[config.mk]
export PLATFORM = sky130hd
export DESIGN_NAME = erm_front
export DESIGN_NICKNAME = d
export VERILOG_FILES = /design/src/erm_pkg.sv /design/src/erm_front.sv
export SDC_FILE = /design/constraint.sdc
export NUM_CORES = 1
export LEC_CHECK = 0
export ABC_AREA = 1
export BUFFER_PORTS_ARGS = -buffer_cell sky130_fd_sc_hd__buf_2
export CORE_UTILIZATION = 30
export CTS_BUF_LIST = sky130_fd_sc_hd__clkbuf_16
export DETAILED_ROUTE_END_ITERATION = 8
export PLACE_DENSITY = 0.5
export REMOVE_ABC_BUFFERS = 1
export SYNTH_ARGS = -nofsm -noshare
export SYNTH_HDL_FRONTEND = slang
export SYNTH_SLANG_ARGS = --single-unit
[constraint.sdc]
create_clock -name clk -period 4.9 [get_ports clk]
set_clock_uncertainty 0.2 [all_clocks]
set_input_delay 0.735 -clock clk [delete_from_list [all_inputs] [get_ports clk]]
set_output_delay 0.735 -clock clk [all_outputs]
set_load 0.02 [all_outputs]
[src/erm_pkg.sv]
`timescale 1ns / 1ps
package erm_pkg;

  localparam int CHANNELS   = 1024;
  localparam int CH_BITS    = $clog2(CHANNELS);
  localparam int EPOCH_BITS = 32;
  localparam int FRAC_BITS  = 8;
  localparam int T_BITS     = 63;
  localparam int RATE_BITS  = 36;
  // 1e9 needs 30 bits; numerator is 1e9 << (16 + FRAC_BITS)
  localparam int NUM_BITS   = 30 + 16 + FRAC_BITS;

  localparam logic [2:0] MODE_DOC     = 3'd0;
  localparam logic [2:0] MODE_UPDATE  = 3'd1;
  localparam logic [2:0] MODE_QUERY   = 3'd2;
  localparam logic [2:0] MODE_MAX     = 3'd3;
  localparam logic [2:0] MODE_RELEASE = 3'd4;

  localparam logic [1:0] CFG_MIN_INTERVAL = 2'd0;
  localparam logic [1:0] CFG_STALE_FLOOR  = 2'd1;
  localparam logic [1:0] CFG_STALE_FACTOR = 2'd2;
  localparam logic [1:0] CFG_MAX_CACHE    = 2'd3;

  typedef enum logic [2:0] {
    OP_NONE,
    OP_EPOCH,
    OP_UPDATE,
    OP_QUERY,
    OP_MAX,
    OP_RELEASE
  } op_t;

  typedef struct packed {
    logic [2:0]  mode;
    logic [9:0]  channel;
    logic [62:0] now_ns;
    logic        value_changed;
  } in_word_t;

  typedef struct packed {
    logic        entry_valid;
    logic [35:0] rate_q16;
    logic        is_stale;
    logic [62:0] since_change_ns;
  } out_word_t;

  typedef struct packed {
    op_t                op;
    logic [CH_BITS-1:0] idx;
    logic [62:0]        now_ns;
    logic               changed;
  } work_t;

  typedef struct packed {
    logic                  live;
    logic [1:0]            cnt;
    logic [EPOCH_BITS-1:0] tag;
    logic [62:0]           last_upd;
    logic [62:0]           last_chg;
    logic [63:0]           avg;
  } entry_t;

  localparam int ENTRY_BITS = $bits(entry_t);

endpackage

[src/erm_front.sv]
`timescale 1ns / 1ps
module erm_front (
  input  logic              clk,
  input  logic              rst,
  input  logic              push,
  output logic              full,
  input  erm_pkg::in_word_t item,
  input  logic              hold,
  output logic              work_valid,
  output erm_pkg::work_t    work,
  input  logic              work_take
);
  import erm_pkg::*;

  work_t      q [2];
  logic       wr_ptr;
  logic       rd_ptr;
  logic [1:0] count;
  logic       accept;
  work_t      cls;

  always_comb begin
    logic in_range;
    in_range    = 32'(item.channel) < CHANNELS;
    cls.idx     = item.channel[CH_BITS-1:0];
    cls.now_ns  = item.now_ns;
    cls.changed = item.value_changed;
    case (item.mode)
      MODE_DOC:     cls.op = OP_EPOCH;
      MODE_UPDATE:  cls.op = in_range ? OP_UPDATE : OP_NONE;
      MODE_QUERY:   cls.op = in_range ? OP_QUERY : OP_NONE;
      MODE_MAX:     cls.op = OP_MAX;
      MODE_RELEASE: cls.op = in_range ? OP_RELEASE : OP_NONE;
      default:      cls.op = OP_NONE;
    endcase
  end

  assign full       = hold || (count == 2'd2);
  assign accept     = push && !full;
  assign work_valid = (count != 2'd0);
  assign work       = q[rd_ptr];

  always_ff @(posedge clk) begin
    if (accept) begin
      q[wr_ptr] <= cls;
    end
    if (rst) begin
      wr_ptr <= 1'b0;
      rd_ptr <= 1'b0;
      count  <= 2'd0;
    end else begin
      if (accept) begin
        wr_ptr <= !wr_ptr;
      end
      if (work_take && work_valid) begin
        rd_ptr <= !rd_ptr;
      end
      count <= count + 2'(accept) - 2'(work_take && work_valid);
    end
  end

endmodule

==> flow_summary.json <==
{
  "cts_made_buffers": 17,
  "grt_pass1_wl_mm": 16.4,
  "finalSetupViolCount": 0,
  "period_needed_ns": 3.28,
  "hp-class": "flip-flop to flip-flop",
  "cpMaxStageDelayCell": "dfxtp_4",
  "maxCapViolations": 0,
  "hold_buffers": 0,
  "placed_cell_area_sq_um": 7080,
  "cts_tree": "yes",
  "grt_overflow": 0,
  "die_height_um": 143,
  "total_power_mw": 3.70,
  "synthesis.area_sq_um": 5980,
  "clk-insertion-delay-late_ns": 0.41,
  "finalCoreUtilization_pct": 39.1,
  "post_cts_buffers": 0,
  "htreeDepth": 4,
  "setup_ws_ns": 1.62,
  "post_synth.cell_area_avg_sq_um": 20.9,
  "muxShareOfSynthArea_pct": 16.4,
  "area_delta_synth_final_pct": 27.7,
  "drc": 0,
  "clk_pin_slew_ns": 0.06,
  "drtPass1Iterations": 4,
  "ys_seq_area_share_pct": 79.0,
  "finalSetupTns_ns": 0,
  "cp_data_required_time_ns": 3.96,
  "synth_top_family_by_area": "multiplexers",
  "synth_compound_area_share_pct": 0.377,
  "slowest_delay_ns": 0.98,
  "crit_fanout": 59,
  "pre_cts_ws_ns": 1.93,
  "powerDensity_nw_per_um2": 485,
  "finalHoldViolCount": 0,
  "coreArea_sq_um": 19500,
  "wl_per_cell_um": 14.9,
  "hpwl_mm": 7.22,
  "vias_per_cell": 4.17,
  "fill_cells": 1892,
  "grt_start_max_net_pins": 60,
  "cts_sinks": 159,
  "fmax_mhz": 305,
  "slew_headroom_pct": 34.9,
  "cts_max_path_buffers": 2,
  "fin_crit_sh_pct": 67.0,
  "worstSetupPathType": "flip-flop to output pin",
  "rows": 51,
  "place.gp.congestion": 0.728,
  "die_area_sq_um": 20500,
  "synth_seq_cells": 159,
  "yosys_warnings": 0,
  "worstPathArrival_ns": 2.35,
  "num_antenna_cells": 0,
  "rsz0062_at_grt": "false",
  "critPathTopFamily": "flip-flops",
  "ctsResizeCount": 0,
  "path_cells": "buf_4, mux2_2, buf_2",
  "drive_gt1_share_pct": 56.9,
  "start_util_pct": 30.6,
  "cp-start-kind": "flip-flop",
  "ir_worst_vdd_mv": 0.279,
  "synth_cell_types": 17,
  "leakagePower_nw": 2.89,
  "ant_nets": 0,
  "synth_xor_area_share_pct": 0,
  "die_x_um": 143,
  "vias": 3080,
  "tightest_slew_ns": 0.976,
  "grt_pass1_vias": 3224,
  "routed_wl_mm": 11.0,
  "crit_buf_inv": 2,
  "portBuffers": 160,
  "finalMaxSlewViolations": 0,
  "synth_fa_ha_area_share_pct": 0.418,
  "antenna_found_initial": 0,
  "root_buffer": "clkbuf_16",
  "drt_iter0_markers": 168,
  "final_area_sq_um": 7630,
  "final_nets": 544,
  "crit_path_end_kind": "output pin",
  "status": "completed",
  "synth_simple_gate_area_share_pct": 1.67,
  "synth_cells": 286,
  "ios": 161,
  "grt_use_total_pct": 11.0
}
## worst register-to-register path: stages (launching register included)
cell and delay [ns]:
dfxtp_1 0.32, inv_1 0.07, nand2_1 0.08, nand4_1 0.12, clkinv_2 0.74, buf_4 0.62
## report_power, final
part           leakage [nW]  switching, mW  internal [mW]
logic                  1.16          0.409          0.349
clock network         0.277          0.506          0.737
registers              1.45         0.0917           1.61
total                  2.89           1.01           2.70
## sequential cells by signal (all words and copies together) (netlist names), named ones only
register / cells
count: 2
wr_ptr: 1
rd_ptr: 1
q: 154
## cells in the mapped netlist, drive strengths merged
cell	number	area, sq um
nor2	8	30.0
buf	9	87.6
mux2	77	980
nand3	3	15.0
o21a	1	7.51
nand2	11	41.3
dfxtp	5	100
nand4	1	6.26
ha	2	25.0
inv	11	41.3
nor3b	1	7.51
o21ai	1	5.00
a21oi	2	10.0
edfxtp	154	4620
## cell usage in the layout, fill, tap and decap left out, types with 4 or more instances in the layout
master     netlist  routed
nand2_1         11      11
inv_1           11      13
edfxtp_1       154     154
dfxtp_1          5       4
mux2_2          47      47
buf_2            4     160
clkinv_1         0       4
nor2_1           8       7
clkbuf_16        0      17
mux2_4          30      30
## per-stage QoR
stage / hold WS [ns] / instances
final: 0.289 / 738
after global routing: 0.268 / 738
after CTS: 0.265 / 738
after detailed placement: 0.278 / 706
after global placement: 0.281 / 706
after floorplan: 0.251 / 277
## layout make-up
cell class / count / area [sq um] / share of cell area, %
multi-input combinational: 107 / 1130 / 14.9
timing repair buffer: 164 / 843 / 11.0
tap: 265 / 332 / 4.34
inverter: 11 / 42.5 / 0.557
clock inverter: 15 / 129 / 1.69
clock buffer: 17 / 425 / 5.57
sequential: 159 / 4730 / 61.9
## final timing paths
path / startpoint / end / slack [ns] / cells past startpoint
setup / recovery: flip-flop / work[12] / 1.62 / 3
hold / removal: rd_ptr$_SDFFE_PP0P_ / flip-flop / 0.29 / 2
setup reg to reg: count[0]$_SDFF_PP0_ / q[1][75]$_DFFE_PP_ / 2.46 / 5
hold reg to reg: rd_ptr$_SDFFE_PP0P_ / flip-flop / 0.29 / 2
## layer usage
metal  up-vias  GRT usage, %  share of wire (%)
met4         0          4.92                1.7
met5         -             0                  0
li1       1456             -                  -
met1      1507          12.9                 42
met3        14          3.99                6.8
met2       103          18.0                 49
## kinds of logic (layout without fill, tap and decap cells)
logic type                 count (synthesis)  count (layout)
DFF                                      159             159
muxes                                     77              77
and+or+nand+nor                           24              24
buffers and inverters                     20             207
AOI/OAI and AO/OA                          4               4
adders and majority gates                  2               2
Note: power is estimated with default switching activity, not from simulation.
